==> src/rtl/core/vpa_pkg.sv <==
// Package for the variable partition allocator.
// Holds shared constants, codes and the structs used by the cell chains.
package vpa_pkg;

   localparam int FREE_ENTRIES_DEF = 64;
   localparam int USED_ENTRIES_DEF = 64;

   localparam logic [16:0] RST_MEM_SIZE  = 17'd1024;
   localparam logic [15:0] RST_MEM_BASE  = 16'd0;
   localparam logic [1:0]  RST_POLICY    = 2'd0;
   localparam logic [15:0] RST_MIN_SLICE = 16'd10;
   localparam logic [16:0] MAX_MEM_SIZE  = 17'd65536;
   localparam logic [16:0] MIN_MEM_SIZE  = 17'd1;

   localparam logic [1:0] REG_MEM_SIZE   = 2'd0;
   localparam logic [1:0] REG_MEM_BASE   = 2'd1;
   localparam logic [1:0] REG_FIT_POLICY = 2'd2;
   localparam logic [1:0] REG_MIN_SLICE  = 2'd3;

   localparam logic [1:0] FIT_FIRST = 2'd0;
   localparam logic [1:0] FIT_BEST  = 2'd1;
   localparam logic [1:0] FIT_WORST = 2'd2;

   localparam logic REQ_ALLOC = 1'b0;
   localparam logic REQ_FREE  = 1'b1;

   localparam logic [2:0] STAT_OK        = 3'd0;
   localparam logic [2:0] STAT_NO_FIT    = 3'd1;
   localparam logic [2:0] STAT_BAD_SIZE  = 3'd2;
   localparam logic [2:0] STAT_NOT_FOUND = 3'd3;
   localparam logic [2:0] STAT_FULL      = 3'd4;

   typedef struct packed {
      logic        en;
      logic [16:0] start;
      logic [16:0] len;
   } vpa_init_type;

   typedef struct packed {
      logic        en;
      logic        valid;
      logic [16:0] start;
      logic [16:0] len;
   } vpa_fwr_type;

   typedef struct packed {
      logic        en;
      logic        valid;
      logic [15:0] owner;
      logic [16:0] start;
      logic [16:0] len;
   } vpa_uwr_type;

   typedef struct packed {
      logic        has_best;
      logic [16:0] best_start;
      logic [16:0] best_len;
      logic        has_prev;
      logic [16:0] prev_start;
      logic [16:0] prev_len;
      logic        has_next;
      logic [16:0] next_len;
      logic        has_spare;
   } vpa_fpkt_type;

   typedef struct packed {
      logic        has_slot;
      logic        found;
      logic [16:0] found_start;
      logic [16:0] found_len;
   } vpa_upkt_type;

endpackage

==> src/rtl/core/vpa_used_cell.sv <==
// One used-table cell: holds one allocated block and updates the lookup item passing by.
// Depends on vpa_pkg.
module vpa_used_cell #(
   parameter int IW = 6,
   parameter logic [IW-1:0] IDX = '0
) (
   input  logic                  clock,
   input  logic                  reset,
   input  logic                  init_en,
   input  vpa_pkg::vpa_uwr_type  wr,
   input  logic [IW-1:0]         wr_idx,
   input  logic [15:0]           pid,
   input  vpa_pkg::vpa_upkt_type pkt_in,
   input  logic [IW-1:0]         slot_idx_in,
   input  logic [IW-1:0]         found_idx_in,
   output vpa_pkg::vpa_upkt_type pkt_out,
   output logic [IW-1:0]         slot_idx_out,
   output logic [IW-1:0]         found_idx_out
);

   logic                  valid_ff;
   logic [15:0]           owner_ff;
   logic [16:0]           start_ff;
   logic [16:0]           len_ff;
   vpa_pkg::vpa_upkt_type pkt_ff, pkt_in_c;
   logic [IW-1:0]         slot_ff, found_ff, slot_in, found_in;

   always_ff @(posedge clock) begin
      if (reset || init_en) begin
         valid_ff <= 1'b0;
      end else if (wr.en && wr_idx == IDX) begin
         valid_ff <= wr.valid;
      end
   end

   always_ff @(posedge clock) begin
      if (wr.en && wr.valid && wr_idx == IDX) begin
         owner_ff <= wr.owner;
         start_ff <= wr.start;
         len_ff   <= wr.len;
      end
   end

   always_comb begin
      pkt_in_c = pkt_in;
      slot_in  = slot_idx_in;
      found_in = found_idx_in;
      if (!valid_ff && !pkt_in.has_slot) begin
         pkt_in_c.has_slot = 1'b1;
         slot_in           = IDX;
      end
      if (valid_ff && owner_ff == pid && !pkt_in.found) begin
         pkt_in_c.found       = 1'b1;
         pkt_in_c.found_start = start_ff;
         pkt_in_c.found_len   = len_ff;
         found_in             = IDX;
      end
   end

   always_ff @(posedge clock) begin
      pkt_ff   <= pkt_in_c;
      slot_ff  <= slot_in;
      found_ff <= found_in;
   end

   assign pkt_out       = pkt_ff;
   assign slot_idx_out  = slot_ff;
   assign found_idx_out = found_ff;

endmodule

==> config.mk <==
export PLATFORM = sky130hd
export DESIGN_NAME = vpa_used_cell
export DESIGN_NICKNAME = d
export VERILOG_FILES = /design/src/rtl/core/vpa_pkg.sv /design/src/rtl/core/vpa_used_cell.sv
export SDC_FILE = /design/constraint.sdc
export NUM_CORES = 1
export LEC_CHECK = 0
export BUFFER_PORTS_ARGS = -buffer_cell sky130_fd_sc_hd__buf_2
export CORE_ASPECT_RATIO = 0.75
export CORE_MARGIN = 2
export CORE_UTILIZATION = 40
export CTS_CLUSTER_SIZE = 20
export DETAILED_ROUTE_END_ITERATION = 8
export PLACE_DENSITY = 0.74
export SYNTH_ARGS = -nofsm -noshare
export SYNTH_HDL_FRONTEND = slang
export SYNTH_SLANG_ARGS = --single-unit
==> constraint.sdc <==
create_clock -name clock -period 2.04 [get_ports clock]
set_input_delay 0.102 -clock clock [delete_from_list [all_inputs] [get_ports clock]]
set_output_delay 0.102 -clock clock [all_outputs]
set_load 0.02 [all_outputs]
==> metrics.txt <==
# TYPE chip_impl_metric gauge
chip_impl_info{name="run_status",value="finished, final reports clean"} 1
chip_impl_metric{name="antenna_found_initial",unit=""} 0
chip_impl_metric{name="power.ir.vdd_worst",unit="mV"} 0.551
chip_impl_metric{name="i_o_pin_total",unit=""} 173
chip_impl_info{name="slowest_stage",value="edfxtp_1"} 1
chip_impl_info{name="cell_chosen_for_the_clock_root",value="clkbuf_8"} 1
chip_impl_metric{name="antenna-diode-count",unit=""} 0
chip_impl_metric{name="worstPathArrival",unit="ns"} 2.12
chip_impl_info{name="crit_path_cell_trace",value="xnor2_1 -> nand4_1 -> nor4b_2 -> nand4_4 -> buf_12 -> mux2_4"} 1
chip_impl_metric{name="synth_warnings",unit=""} 0
chip_impl_metric{name="fp.coreArea",unit="um^2"} 7990
chip_impl_info{name="criticalPathCategory",value="reg -> reg"} 1
chip_impl_metric{name="port_buffers",unit=""} 172
chip_impl_metric{name="clk_pin_slew_worst_paths",unit="ns"} 0.09
chip_impl_metric{name="power.leakage",unit="nW"} 2.54
chip_impl_metric{name="clock_latency",unit="ns"} 0.37
chip_impl_metric{name="synth_seq_area_share",unit="%"} 74.2
chip_impl_info{name="worstSetupStartpoint",value="owner_ff[13]"} 1
chip_impl_metric{name="synthesis_to_layout_area_growth",unit="%"} 66.2
chip_impl_metric{name="number_of_global_route_vias_before_repair",unit=""} 2679
chip_impl_metric{name="drc",unit=""} 0
chip_impl_metric{name="period_minus_slack",unit="ns"} 1.86
chip_impl_metric{name="drt_first_pass_iters",unit=""} 4
chip_impl_metric{name="wire_length_of_the_first_global_routing_pass",unit="um"} 12100
chip_impl_metric{name="yosys.area.top_type_share",unit="%"} 44.9
chip_impl_info{name="regToRegStartpoint",value="owner_ff[13]"} 1
chip_impl_info{name="post_synth_main_area_contributors",value="edfxtp_1 45%, dfxtp_1 29%, mux2_4 15%"} 1
chip_impl_metric{name="maxClockFrequency",unit="MHz"} 536
chip_impl_metric{name="timing.max_slew.rel_slack",unit="%"} 73.0
chip_impl_metric{name="detailroute.via_count",unit=""} 2508
chip_impl_metric{name="setup_total_negative_slack",unit="ns"} 0
chip_impl_info{name="endpoint_kind",value="flip-flop"} 1
chip_impl_metric{name="cts_setup_buffers",unit=""} 0
chip_impl_metric{name="timing_worst_slew_pin_value",unit="ns"} 0.403
chip_impl_metric{name="die-area",unit="um^2"} 9120
chip_impl_metric{name="cts.htree.levels",unit=""} 3
chip_impl_metric{name="grt_max_degree",unit=""} 52
chip_impl_info{name="cts_tree",value="done"} 1
chip_impl_metric{name="fp.dieW",unit="um"} 110
chip_impl_metric{name="post_route_cells_drive_above_1_share",unit="%"} 48.8
chip_impl_info{name="yosys.area.top_type",value="edfxtp_1"} 1
chip_impl_metric{name="synthesis.nets",unit=""} 305
chip_impl_metric{name="clk_path_buf_depth",unit=""} 2
chip_impl_metric{name="fin_worst_skew",unit="ns"} 0.00757
chip_impl_metric{name="final-max-slew-violation-count",unit=""} 0
chip_impl_info{name="rsz0062_at_grt",value="no"} 1
chip_impl_metric{name="layout.cell_area.non_filler",unit="um^2"} 5560
chip_impl_metric{name="avgViaCountPerCell",unit=""} 4.37
chip_impl_metric{name="rrSetupSlack",unit="ns"} 0.18
chip_impl_metric{name="wirelength",unit="um"} 8060
chip_impl_metric{name="place.gp.congestion",unit=""} 0.686
chip_impl_metric{name="finalNetCount",unit=""} 589
chip_impl_info{name="min-delay-start",value="wr[50]"} 1
chip_impl_metric{name="powerDensity",unit="nW/um^2"} 677
chip_impl_metric{name="place_area",unit="um^2"} 4380
chip_impl_metric{name="post_synth_num_cell_types",unit=""} 21
chip_impl_metric{name="synth_seq_cells",unit=""} 99
chip_impl_metric{name="hpwl",unit="um"} 4730
chip_impl_metric{name="initial_core_util",unit="%"} 41.9
chip_impl_metric{name="cts-buffers-inserted",unit=""} 9
chip_impl_metric{name="dr.first_iter.drc_count",unit=""} 67
chip_impl_metric{name="residual_antenna_violating_net_count_after_detailed_routing",unit=""} 0
chip_impl_metric{name="avg_synthesized_cell_area",unit="um^2"} 18.6
chip_impl_metric{name="drv_cap",unit=""} 0
chip_impl_metric{name="rows",unit=""} 28
chip_impl_metric{name="grtUsageTotal",unit="%"} 17.8
chip_impl_metric{name="clkSinkCount",unit=""} 99
chip_impl_info{name="critPathLaunchType",value="flip-flop"} 1
chip_impl_metric{name="cp_max_fo",unit=""} 21
chip_impl_metric{name="period_share",unit="%"} 91.4
chip_impl_metric{name="critical_path_required",unit="ns"} 2.30
chip_impl_metric{name="sum_of_overflow_across_all_layers_after_global_routing",unit=""} 0
chip_impl_metric{name="die-height",unit="um"} 83.2
chip_impl_metric{name="finalHoldViolCount",unit=""} 0
chip_impl_metric{name="syn-instance-count",unit=""} 180
chip_impl_metric{name="cp_slowest_stage_delay",unit="ns"} 0.40
chip_impl_info{name="min_path_type",value="in -> reg"} 1
chip_impl_metric{name="n_fill_cell",unit=""} 560
chip_impl_metric{name="wl_per_cell",unit="um"} 14.0
chip_impl_metric{name="setup_viol_count_final",unit=""} 0
chip_impl_metric{name="synth.cell_area",unit="um^2"} 3340
worst paths after layout:
check                           cells past startpoint           to
worst max register to register                      6   pkt_out[6]
worst min-delay path                                3   len_ff[16]
worst min register to register                      1  pkt_out[35]
worst max-delay path                                6   pkt_out[6]
repair_timing:
action                     CTS  global route
gates resized for setup      0             0
hold endpoints to repair    99             0
hold buffers               100             0
setup endpoints to repair    0             0
cells in the mapped netlist, drive strengths merged:
master   n
nand2    1
xor2    12
mux2    34
dfxtp   49
nand4    2
and3     1
a21oi    1
nor2b    6
nor2     1
xnor2    4
nor3     3
nor4b    2
nor4     2
and2     6
edfxtp  50
buf      4
nand2b   2
placed cells by master, fill, tap and decap left out, types with 2 or more instances in the layout:
cell             n
nor4_1           2
xnor2_1          4
inv_4            2
buf_12           3
dfxtp_1         49
edfxtp_1        50
dlygate4sd3_1  100
and2_1           6
nor2b_1          6
mux2_4          33
clkbuf_8        10
buf_2          172
xor2_1          12
nor3_1           3
buf_4            2
nand2b_1         2
kinds of logic after synthesis:
family / Yosys count / synth area share (%)
flops: 99 / 74.2
buf+inv: 4 / 1.16
simple gates: 26 / 5.13
mux: 34 / 15.2
compound gates: 1 / 0.150
xor+xnor: 16 / 4.19
power breakdown:
group / switching (mW) / leakage (nW) / internal, mW / total, mW
Sequential: 0.0127 / 0.862 / 2.14 / 2.15
Clock: 0.663 / 0.0906 / 0.481 / 1.14
Combinational: 0.171 / 1.58 / 0.299 / 0.470
critical path, delay by kind of cell (launching register included):
kind                      cells  cell delay [ns]
buffers and inverters         1             0.22
xor gates and xnor gates      1             0.15
DFF                           1             0.40
and+or+nand+nor               3             0.68
muxes                         1             0.31
state kept, by name, summed over array words and instances (netlist names):
name,cells
found_idx_out,6
slot_idx_out,6
start_ff,17
pkt_out,36
owner_ff,16
len_ff,17
valid_ff,1
layer usage:
layer	share of wire, %	track usage [%]	up-vias
met3	8.9	7.14	23
met2	53	32.8	109
li1	-	-	1212
met5	0	0	-
met4	2.9	8.86	0
met1	36	16.6	1164
layout make-up:
class,instances,area [um^2],share of cell area [%]
flip-flops and latches,99,2480,44.7
well taps,105,131,2.36
clock buffers,11,141,2.54
repair buffers,277,1940,34.8
multi-input cells,77,833,15.0
clock inverters,5,33.8,0.608
metrics by stage:
stage / hold slack (ns) / power (mW) / worst slack, ns / util (%) / instances
4_1_cts: 0.403 / 3.79 / 0.152 / 69.6 / 574
3_5_place_dp: 0.280 / 2.51 / 0.166 / 54.9 / 458
6_report: 0.412 / 3.76 / 0.176 / 69.6 / 574
2_1_floorplan: 0.179 / 2.33 / 0.325 / - / 180
5_1_grt: 0.403 / 3.91 / 0.0266 / 69.6 / 574
3_3_place_gp: 0.268 / 2.50 / 0.183 / 54.9 / 458
(Power assumes the default switching activity.)
