File: src/rtl/core/vpa_pkg.sv
// Package for the variable partition allocator.
// Holds shared constants, codes and the structs used by the cell chains.
package vpa_pkg;

   localparam int FREE_ENTRIES_DEF = 64;
   localparam int USED_ENTRIES_DEF = 64;

   localparam logic [16:0] RST_MEM_SIZE  = 17'd1024;
   localparam logic [15:0] RST_MEM_BASE  = 16'd0;
   localparam logic [1:0]  RST_POLICY    = 2'd0;
   localparam logic [15:0] RST_MIN_SLICE = 16'd10;
   localparam logic [16:0] MAX_MEM_SIZE  = 17'd65536;
   localparam logic [16:0] MIN_MEM_SIZE  = 17'd1;

   localparam logic [1:0] REG_MEM_SIZE   = 2'd0;
   localparam logic [1:0] REG_MEM_BASE   = 2'd1;
   localparam logic [1:0] REG_FIT_POLICY = 2'd2;
   localparam logic [1:0] REG_MIN_SLICE  = 2'd3;

   localparam logic [1:0] FIT_FIRST = 2'd0;
   localparam logic [1:0] FIT_BEST  = 2'd1;
   localparam logic [1:0] FIT_WORST = 2'd2;

   localparam logic REQ_ALLOC = 1'b0;
   localparam logic REQ_FREE  = 1'b1;

   localparam logic [2:0] STAT_OK        = 3'd0;
   localparam logic [2:0] STAT_NO_FIT    = 3'd1;
   localparam logic [2:0] STAT_BAD_SIZE  = 3'd2;
   localparam logic [2:0] STAT_NOT_FOUND = 3'd3;
   localparam logic [2:0] STAT_FULL      = 3'd4;

   typedef struct packed {
      logic        en;
      logic [16:0] start;
      logic [16:0] len;
   } vpa_init_type;

   typedef struct packed {
      logic        en;
      logic        valid;
      logic [16:0] start;
      logic [16:0] len;
   } vpa_fwr_type;

   typedef struct packed {
      logic        en;
      logic        valid;
      logic [15:0] owner;
      logic [16:0] start;
      logic [16:0] len;
   } vpa_uwr_type;

   typedef struct packed {
      logic        has_best;
      logic [16:0] best_start;
      logic [16:0] best_len;
      logic        has_prev;
      logic [16:0] prev_start;
      logic [16:0] prev_len;
      logic        has_next;
      logic [16:0] next_len;
      logic        has_spare;
   } vpa_fpkt_type;

   typedef struct packed {
      logic        has_slot;
      logic        found;
      logic [16:0] found_start;
      logic [16:0] found_len;
   } vpa_upkt_type;

endpackage

File: src/rtl/core/vpa_free_cell.sv
// One free-table cell: holds one free block and updates the search item passing by.
// Depends on vpa_pkg.
module vpa_free_cell #(
   parameter int IW = 6,
   parameter logic [IW-1:0] IDX = '0
) (
   input  logic                  clock,
   input  logic                  reset,
   input  vpa_pkg::vpa_init_type init,
   input  vpa_pkg::vpa_fwr_type  wr,
   input  logic [IW-1:0]         wr_idx,
   input  logic                  clr_en,
   input  logic [IW-1:0]         clr_idx,
   input  logic [16:0]           size,
   input  logic [16:0]           bs,
   input  logic [16:0]           bl,
   input  logic [1:0]            policy,
   input  vpa_pkg::vpa_fpkt_type pkt_in,
   input  logic [IW-1:0]         best_idx_in,
   input  logic [IW-1:0]         prev_idx_in,
   input  logic [IW-1:0]         next_idx_in,
   input  logic [IW-1:0]         spare_idx_in,
   output vpa_pkg::vpa_fpkt_type pkt_out,
   output logic [IW-1:0]         best_idx_out,
   output logic [IW-1:0]         prev_idx_out,
   output logic [IW-1:0]         next_idx_out,
   output logic [IW-1:0]         spare_idx_out
);

   logic                  valid_ff;
   logic [16:0]           start_ff;
   logic [16:0]           len_ff;
   vpa_pkg::vpa_fpkt_type pkt_ff, pkt_in_c;
   logic [IW-1:0]         best_ff, prev_ff, next_ff, spare_ff;
   logic [IW-1:0]         best_in, prev_in, next_in, spare_in;
   logic [17:0]           end_sum, blk_end;
   logic                  fit, better;

   always_ff @(posedge clock) begin
      if (reset) begin
         valid_ff <= (IDX == '0);
         start_ff <= {1'b0, vpa_pkg::RST_MEM_BASE};
         len_ff   <= vpa_pkg::RST_MEM_SIZE;
      end else if (init.en) begin
         valid_ff <= (IDX == '0);
         start_ff <= init.start;
         len_ff   <= init.len;
      end else begin
         if (clr_en && clr_idx == IDX) begin
            valid_ff <= 1'b0;
         end
         if (wr.en && wr_idx == IDX) begin
            valid_ff <= wr.valid;
            start_ff <= wr.start;
            len_ff   <= wr.len;
         end
      end
   end

   assign end_sum = {1'b0, start_ff} + {1'b0, len_ff};
   assign blk_end = {1'b0, bs} + {1'b0, bl};
   assign fit     = valid_ff && (len_ff >= size);

   always_comb begin
      case (policy)
         vpa_pkg::FIT_BEST: begin
            better = (len_ff < pkt_in.best_len) ||
                     ((len_ff == pkt_in.best_len) && (start_ff < pkt_in.best_start));
         end
         vpa_pkg::FIT_WORST: begin
            better = (len_ff > pkt_in.best_len) ||
                     ((len_ff == pkt_in.best_len) && (start_ff < pkt_in.best_start));
         end
         default: begin
            better = start_ff < pkt_in.best_start;
         end
      endcase
   end

   always_comb begin
      pkt_in_c = pkt_in;
      best_in  = best_idx_in;
      prev_in  = prev_idx_in;
      next_in  = next_idx_in;
      spare_in = spare_idx_in;
      if (fit && (!pkt_in.has_best || better)) begin
         pkt_in_c.has_best   = 1'b1;
         pkt_in_c.best_start = start_ff;
         pkt_in_c.best_len   = len_ff;
         best_in             = IDX;
      end
      if (!valid_ff && !pkt_in.has_spare) begin
         pkt_in_c.has_spare = 1'b1;
         spare_in           = IDX;
      end
      if (valid_ff) begin
         if (end_sum == {1'b0, bs}) begin
            pkt_in_c.has_prev   = 1'b1;
            pkt_in_c.prev_start = start_ff;
            pkt_in_c.prev_len   = len_ff;
            prev_in             = IDX;
         end else if ({1'b0, start_ff} == blk_end) begin
            pkt_in_c.has_next = 1'b1;
            pkt_in_c.next_len = len_ff;
            next_in           = IDX;
         end
      end
   end

   always_ff @(posedge clock) begin
      pkt_ff   <= pkt_in_c;
      best_ff  <= best_in;
      prev_ff  <= prev_in;
      next_ff  <= next_in;
      spare_ff <= spare_in;
   end

   assign pkt_out       = pkt_ff;
   assign best_idx_out  = best_ff;
   assign prev_idx_out  = prev_ff;
   assign next_idx_out  = next_ff;
   assign spare_idx_out = spare_ff;

endmodule

File: config.mk
export PLATFORM = sky130hd
export DESIGN_NAME = vpa_free_cell
export DESIGN_NICKNAME = d
export VERILOG_FILES = /design/src/rtl/core/vpa_pkg.sv /design/src/rtl/core/vpa_free_cell.sv
export SDC_FILE = /design/constraint.sdc
export NUM_CORES = 1
export LEC_CHECK = 0
export BUFFER_PORTS_ARGS = -buffer_cell sky130_fd_sc_hd__buf_4
export CORE_ASPECT_RATIO = 0.6
export CORE_MARGIN = 3
export CORE_UTILIZATION = 49
export DETAILED_ROUTE_END_ITERATION = 10
export PLACE_DENSITY = 0.86
export SLEW_MARGIN = 20
export SYNTH_ARGS = -nofsm -noshare
export SYNTH_HDL_FRONTEND = slang
export SYNTH_SLANG_ARGS = --single-unit
File: constraint.sdc
create_clock -name clock -period 4.6 [get_ports clock]
set_clock_uncertainty 0.05 [all_clocks]
set_input_delay 0.23 -clock clock [delete_from_list [all_inputs] [get_ports clock]]
set_output_delay 0.23 -clock clock [all_outputs]
set_load 0.05 [all_outputs]
==> results of run 1 <==
-- kinds of logic (layout without fill, tap and decap cells) --
logic type	after synthesis	in the layout	share of synthesized area (%)
AOI/OAI and AO/OA	194	194	14.6
buffers and inverters	93	606	4.59
and+or+nand+nor	223	223	13.2
other	0	2	0
adders and majority gates	87	87	12.9
DFF	148	148	34.5
muxes	126	126	16.0
xor gates and xnor gates	42	42	4.28
-- final cells by class --
cell class,count,area (µm²),area share [%]
Antenna cell,2,5.00,0.0372
Multi-Input combinational cell,672,5240,38.9
Timing Repair Buffer,513,4180,31.0
Tap cell,228,285,2.12
Clock inverter,14,136,1.01
Sequential cell,148,2960,22.0
Clock buffer,18,429,3.19
Inverter,61,229,1.70
-- registers in the layout, summed over array words and instances, names as in the netlist --
signal / cells
best_idx_out: 6
pkt_out: 89
start_ff: 17
spare_idx_out: 6
prev_idx_out: 6
valid_ff: 1
len_ff: 17
next_idx_out: 6
-- power by group --
| group | leakage (nW) | switching, mW | internal [mW] |
|---|---|---|---|
| clock network | 0.281 | 0.666 | 0.723 |
| logic | 5.22 | 0.669 | 0.542 |
| registers | 1.24 | 0.0627 | 1.36 |
-- stage by stage --
stage | power, mW | cells | hold slack, ns | setup WS [ns] | area (µm²)
after global routing | 4.15 | 1655 | 0.0106 | 0.360 | 13500
after CTS | 3.97 | 1654 | 0.00117 | 0.594 | 13500
after global placement | 2.50 | 1490 | 0.363 | 0.693 | 11600
after detailed placement | 2.52 | 1490 | 0.376 | 0.604 | 11600
final | 4.03 | 1656 | 0.0208 | 0.478 | 13500
after floorplan | 2.08 | 913 | 0.281 | 1.27 | 8590
-- Yosys cell counts (19+ instances only) --
cell and count:
a21o_1 22, a21oi_1 87, clkbuf_1 19, dfxtp_1 148, ha_1 85, inv_1 61, mux2_2 83, mux2i_1 37
nand2_1 27, nor2_1 87, o21ai_0 26, xnor2_1 23, xor2_1 19
-- worst paths after layout --
path,cells past startpoint,endpoint
setup / recovery,10,pkt_out[11]
hold / removal,3,len_ff[13]
setup reg to reg,10,pkt_out[11]
hold reg to reg,2,pkt_out[46]
-- worst max-delay path: cells and delay by family (launching register included) --
kind,cells,cell delay [ns]
AO/OA/AOI/OAI,7,2.39
adder cells (fa/ha/maj),2,0.71
multiplexers,1,0.43
flip-flops,1,0.41
-- per-layer routing --
layer / wire (µm) / GRT usage, % / up-vias
li1: - / - / 4273
met3: 3850 / 11.0 / 105
met2: 17200 / 61.6 / 569
met1: 14800 / 46.7 / 4385
met5: 0 / 0 / -
met4: 1140 / 12.8 / 0
==> metrics.md, run 1 <==
| Metric | Value |
|---|---|
| Status | `finished, final reports clean` |
| Area grow syn2layout | `56.9%` |
| Yosys cell types | `67` |
| Via count | `9332` |
| Vias in the first global route | `9715` |
| Leading area contributor after synthesis | `dfxtp_1` |
| Type of the worst setup path | `reg -> reg` |
| CTS resizes | `0` |
| Max incr delay on CP | `0.67 ns` |
| CTS tree | `built` |
| Slowest cell on crit path | `o21ai_4` |
| Worst reg2reg setup slack | `0.48 ns` |
| CP Launch Type | `register` |
| Syn_nets | `1252` |
| Period utilisation layout | `89.6%` |
| FF-to-FF Start | `start_ff[0]` |
| I/O Buffers | `364` |
| VDD IR max | `0.276 mV` |
| Total negative setup slack | `0 ns` |
| Number of enable flip-flop cells after synthesis | `0` |
| YS warnings | `0` |
| DR DRC count | `0` |
| Initial DRC Count | `870` |
| Async SR Flop Fraction | `0%` |
| Final Hold Fails | `0` |
| H-Tree Depth | `4` |
| Hold Path Class | `in -> reg` |
| CTS Buffer Depth | `2` |
| Unrepaired setup endpoints after global routing | `no` |
| CTS sink cnt | `148` |
| Number of nets with antenna violations after routing | `0` |
| P_leak | `6.74 nW` |
| Synth Instances | `913` |
| Arr. time, crit path | `4.38 ns` |
| Die span in y | `109 µm` |
| Start point of the critical path | `start_ff[0]` |
| First-pass GRT wire length | `54300 µm` |
| # Post-CTS Setup Buffers | `0` |
| Worst-path cell chain | `ha_1 -> fa_1 -> a211oi_2 -> o32ai_2 -> a2111oi_4 -> o31a_1 -> a211oi_1 -> a211o_1 -> o21ai_4 -> mux2_2` |
| Max Clk Rate | `243 MHz` |
| Synth Register Bits | `148` |
| Cell Rows | `36` |
| WL final | `36900 µm` |
| Clock buffers created by TritonCTS | `17` |
| Syn Std Cell Area | `0.00859 mm²` |
| Aggregate global routing overflow | `0` |
| Worst Max-Slew Pin Slew | `0.828 ns` |
| Routability cong. | `1.03` |
| Clock Latency Late Sink | `0.42 ns` |
| Final HPWL DP | `25400 µm` |
| Die footprint | `0.0192 mm²` |
| Slew HR | `44.6%` |
| GRT Util Overall | `37.2%` |
| Final Max Tran Viols | `0` |
| Endpoints failing setup | `0` |
| Synth Flop Type | `dfxtp_1` |
| Hold buffers post-CTS | `132` |
| Core ar. | `0.0167 mm²` |
| Top-area cell type share of the netlist area | `34.5%` |
| Worst hold start | `init[13]` |
| CP Capture Type | `register` |
| Largest net degree at the start of global routing | `69` |
| Die W | `177 µm` |
| Synth top area cells | `dfxtp_1, ha_1, mux2_2` |
| Average wire per standard cell | `22.3 µm` |
| Nets | `1752` |
| Initial antenna violation count | `3` |
| Mean Syn Cell Area | `9.40 µm²` |
| Via/cell ratio | `5.64` |
| CP Data Required Time | `4.86 ns` |
| Final design utilization | `80.6%` |
| Minimum clock period after layout | `4.12 ns` |
| Share of layout cells above drive strength 1 | `35.9%` |
| Clk slew on worst S/H paths | `0.07 ns` |
| Fill count | `1053` |
| Sequential-to-total area share from yosys stat | `34.5%` |
| IO Pins | `365` |
| Max cap viols | `0` |
| Commonest non-fill, non-tap cell in the layout | `buf_4` |
| Crit-path max FO | `24` |
| Starting Density | `51.4%` |
| Highest-count cells in the layout ignoring fill and taps | `buf_4, dfxtp_1, dlygate4sd3_1` |
| PwrDens | `299 mW/mm²` |
| Root Buffer | `clkbuf_16` |
| Initial DRT Pass Iterations | `6` |
Note: power is estimated with default switching activity, not from simulation.
==> inputs of run 2 (changes only) <==
--- a/config.mk
+++ b/config.mk
@@ -6,8 +6,9 @@
 export NUM_CORES = 1
 export LEC_CHECK = 0
+export ABC_AREA = 1
 export BUFFER_PORTS_ARGS = -buffer_cell sky130_fd_sc_hd__buf_4
 export CORE_ASPECT_RATIO = 0.6
 export CORE_MARGIN = 3
-export CORE_UTILIZATION = 49
+export CORE_UTILIZATION = 50
 export DETAILED_ROUTE_END_ITERATION = 10
 export PLACE_DENSITY = 0.86
--- a/constraint.sdc
+++ b/constraint.sdc
@@ -3,3 +3,3 @@
 set_input_delay 0.23 -clock clock [delete_from_list [all_inputs] [get_ports clock]]
 set_output_delay 0.23 -clock clock [all_outputs]
-set_load 0.05 [all_outputs]
+set_load 0.02 [all_outputs]
==> run 2 against run 1 <==
The run now ends with hold timing left. First-iteration DRC count increased by 51%. Sequential power increased by 3%. Die area increased by 5.7%. Critical path depth increased by 5. Largest power group unchanged. Critical endpoint is now pkt_out[19]. Highest routed layer unchanged. Utilization decreased by 2.2 points.
==> metrics.md, run 2 <==
| Metric | Value |
|---|---|
| Worst reg2reg setup slack | `1.10 ns` |
| Routability cong. | `0.930` |
| Initial DRC Count | `1314` |
| Type of the worst setup path | `reg -> reg` |
| Via/cell ratio | `5.59` |
| GRT Util Overall | `40.5%` |
| CTS resizes | `0` |
| Final HPWL DP | `28300 µm` |
| Slew HR | `29.7%` |
| Worst hold path stage count | `3` |
| Synth top area cells | `dfxtp_1, nand2_1, ha_1` |
| Minimum clock period after layout | `3.50 ns` |
| Number of enable flip-flop cells after synthesis | `0` |
| WHS | `-0.00135 ns` |
| Total power | `4.15 mW` |
| I/O Buffers | `364` |
| Number of nets with antenna violations after routing | `0` |
| Commonest non-fill, non-tap cell in the layout | `nand2_1` |
| Hold EP | `valid_ff` |
| Post-route cell area | `0.0138 mm²` |
| Syn_nets | `1722` |
| Max Clk Rate | `286 MHz` |
| Final setup margin | `1.10 ns` |
| CP Data Required Time | `4.92 ns` |
| Root Buffer | `clkbuf_16` |
| H-Tree Depth | `4` |
| # Post-CTS Setup Buffers | `0` |
| Worst Max-Slew Pin Slew | `1.05 ns` |
| Die span in y | `112 µm` |
| Count leader, synth | `nand2_1` |
| CTS Buffer Depth | `2` |
| Inst Count DP | `1946` |
| CP Capture Type | `register` |
| Hold buffers post-CTS | `110` |
| Cell Rows | `37` |
| Slowest cell on crit path | `nor2_4` |
| Total negative setup slack | `0 ns` |
| Final Hold Fails | `1` |
| CP top delay family | `simple AND/OR/NAND/NOR gates` |
| WL final | `42600 µm` |
| Synth Flop Type | `dfxtp_1` |
| Placed Area | `0.0121 mm²` |
| Syn Std Cell Area | `0.00928 mm²` |
| Synth Register Bits | `148` |
| Most Frequent Cell on Critical Path | `nand2_2` |
| P_leak | `7.58 nW` |
| Arr. time, crit path | `3.82 ns` |
| Unrepaired setup endpoints after global routing | `no` |
| Yosys cell types | `46` |
| Period utilisation layout | `76.1%` |
| Worst-path cell chain | `ha_1 -> fa_1 -> nand2_2 -> nand2_4 -> nand3_2 -> nand2_2 -> nand2_2 -> nand2_2 -> nand2_1 -> nand3_1 -> nand2_1 -> nand4_1 -> nor2_4 -> nand3_1 -> nand2_1` |
| VDD IR max | `0.236 mV` |
| Initial antenna violation count | `1` |
| Max cap viols | `0` |
| Final Max Tran Viols | `0` |
| CTS tree | `built` |
| Clock buffers created by TritonCTS | `17` |
| Crit-path max FO | `34` |
| Top cells by count, synth | `nand2_1, inv_1, dfxtp_1` |
| Aggregate global routing overflow | `0` |
| Area grow syn2layout | `49.0%` |
| Final cell count without fillers | `2089` |
| Hold Path Class | `in -> reg` |
| Vias in the first global route | `11400` |
| Highest-count cells in the layout ignoring fill and taps | `nand2_1, buf_4, inv_1` |
| Clock Latency Late Sink | `0.44 ns` |
| Sequential-to-total area share from yosys stat | `31.9%` |
| FF-to-FF Start | `start_ff[0]` |
| Worst hold start | `wr[34]` |
| Nets | `2180` |
| Status | `finished with violations` |
| Synth Instances | `1383` |
| Mean Syn Cell Area | `6.71 µm²` |
| Via count | `11700` |
| Endpoints failing setup | `0` |
| Number of buffer and inverter stages on the critical path | `0` |
| Final design utilization | `78.4%` |
| Starting Density | `52.6%` |
| Failing checks | `hold timing` |
| Die footprint | `0.0203 mm²` |
| Die W | `182 µm` |
| First-pass GRT wire length | `64000 µm` |
| Leading area contributor after synthesis | `dfxtp_1` |
| CTS sink cnt | `148` |
| DR DRC count | `0` |
| Max incr delay on CP | `0.77 ns` |
| R2R depth | `15` |
| Share of layout cells above drive strength 1 | `24.2%` |
| Initial DRT Pass Iterations | `8` |
| R2R Path End | `pkt_out[19]` |
| Top-area cell type share of the netlist area | `31.9%` |
| Clk slew on worst S/H paths | `0.07 ns` |
| IO Pins | `365` |
| Async SR Flop Fraction | `0%` |
| Pre-CTS WS | `1.20 ns` |
| Average wire per standard cell | `20.4 µm` |
| YS warnings | `0` |
| Core ar. | `0.0176 mm²` |
| CP Launch Type | `register` |
| PwrDens | `300 mW/mm²` |
| Max FFs per register | `89` |
| Largest net degree at the start of global routing | `67` |
## run 2: final cells by class
class | instances | area (µm²)
Multi-Input combinational cell | 1020 | 5450
Timing Repair Buffer | 480 | 3880
Fill cell | 1197 | 3810
Sequential cell | 148 | 2960
Inverter | 174 | 653
Clock buffer | 19 | 453
Tap cell | 234 | 293
Clock inverter | 13 | 139
Antenna cell | 1 | 2.50
## run 2: power by group
part	total (mW)	leakage [nW]	internal (mW)	switching (mW)
Sequential	1.48	1.24	1.38	0.102
Clock	1.44	0.283	0.794	0.645
Combinational	1.23	6.06	0.540	0.689
## run 2: how the worst max path moves through the flow
stage / start / endpoint / slack, ns / cells after the start
2_1_floorplan: start_ff[0] / pkt_out[30] / 2.18 / 14
3_3_place_gp: start_ff[0] / pkt_out[19] / 1.20 / 15
3_5_place_dp: bs[0] / pkt_out[4] / 1.20 / 17
4_1_cts: start_ff[0] / pkt_out[19] / 1.18 / 15
5_1_grt: len_ff[9] / pkt_out[19] / 0.85 / 14
6_report: start_ff[0] / pkt_out[19] / 1.10 / 15
## run 2: cells by family after synthesis
kind of cell / Yosys count / synth area share (%)
AO/OA/AOI/OAI: 134 / 8.38
adder cells (fa/ha/maj): 87 / 11.9
buffers and inverters: 215 / 9.42
XOR/XNOR: 25 / 2.36
flip-flops: 148 / 31.9
AND/OR/NAND/NOR: 774 / 36.0
## run 2: worst min-delay path: stages
cell,delay [ns]
buf_4,0.07
a211oi_1,0.09
o21ai_0,0.06
## run 2: routing by layer
metal	GRT usage, %	up-vias	part of all wire, %
met5	0	-	0
met4	18.6	0	5.2
met3	9.47	184	12
met2	63.3	836	43
met1	53.2	5288	39
li1	-	5362	-
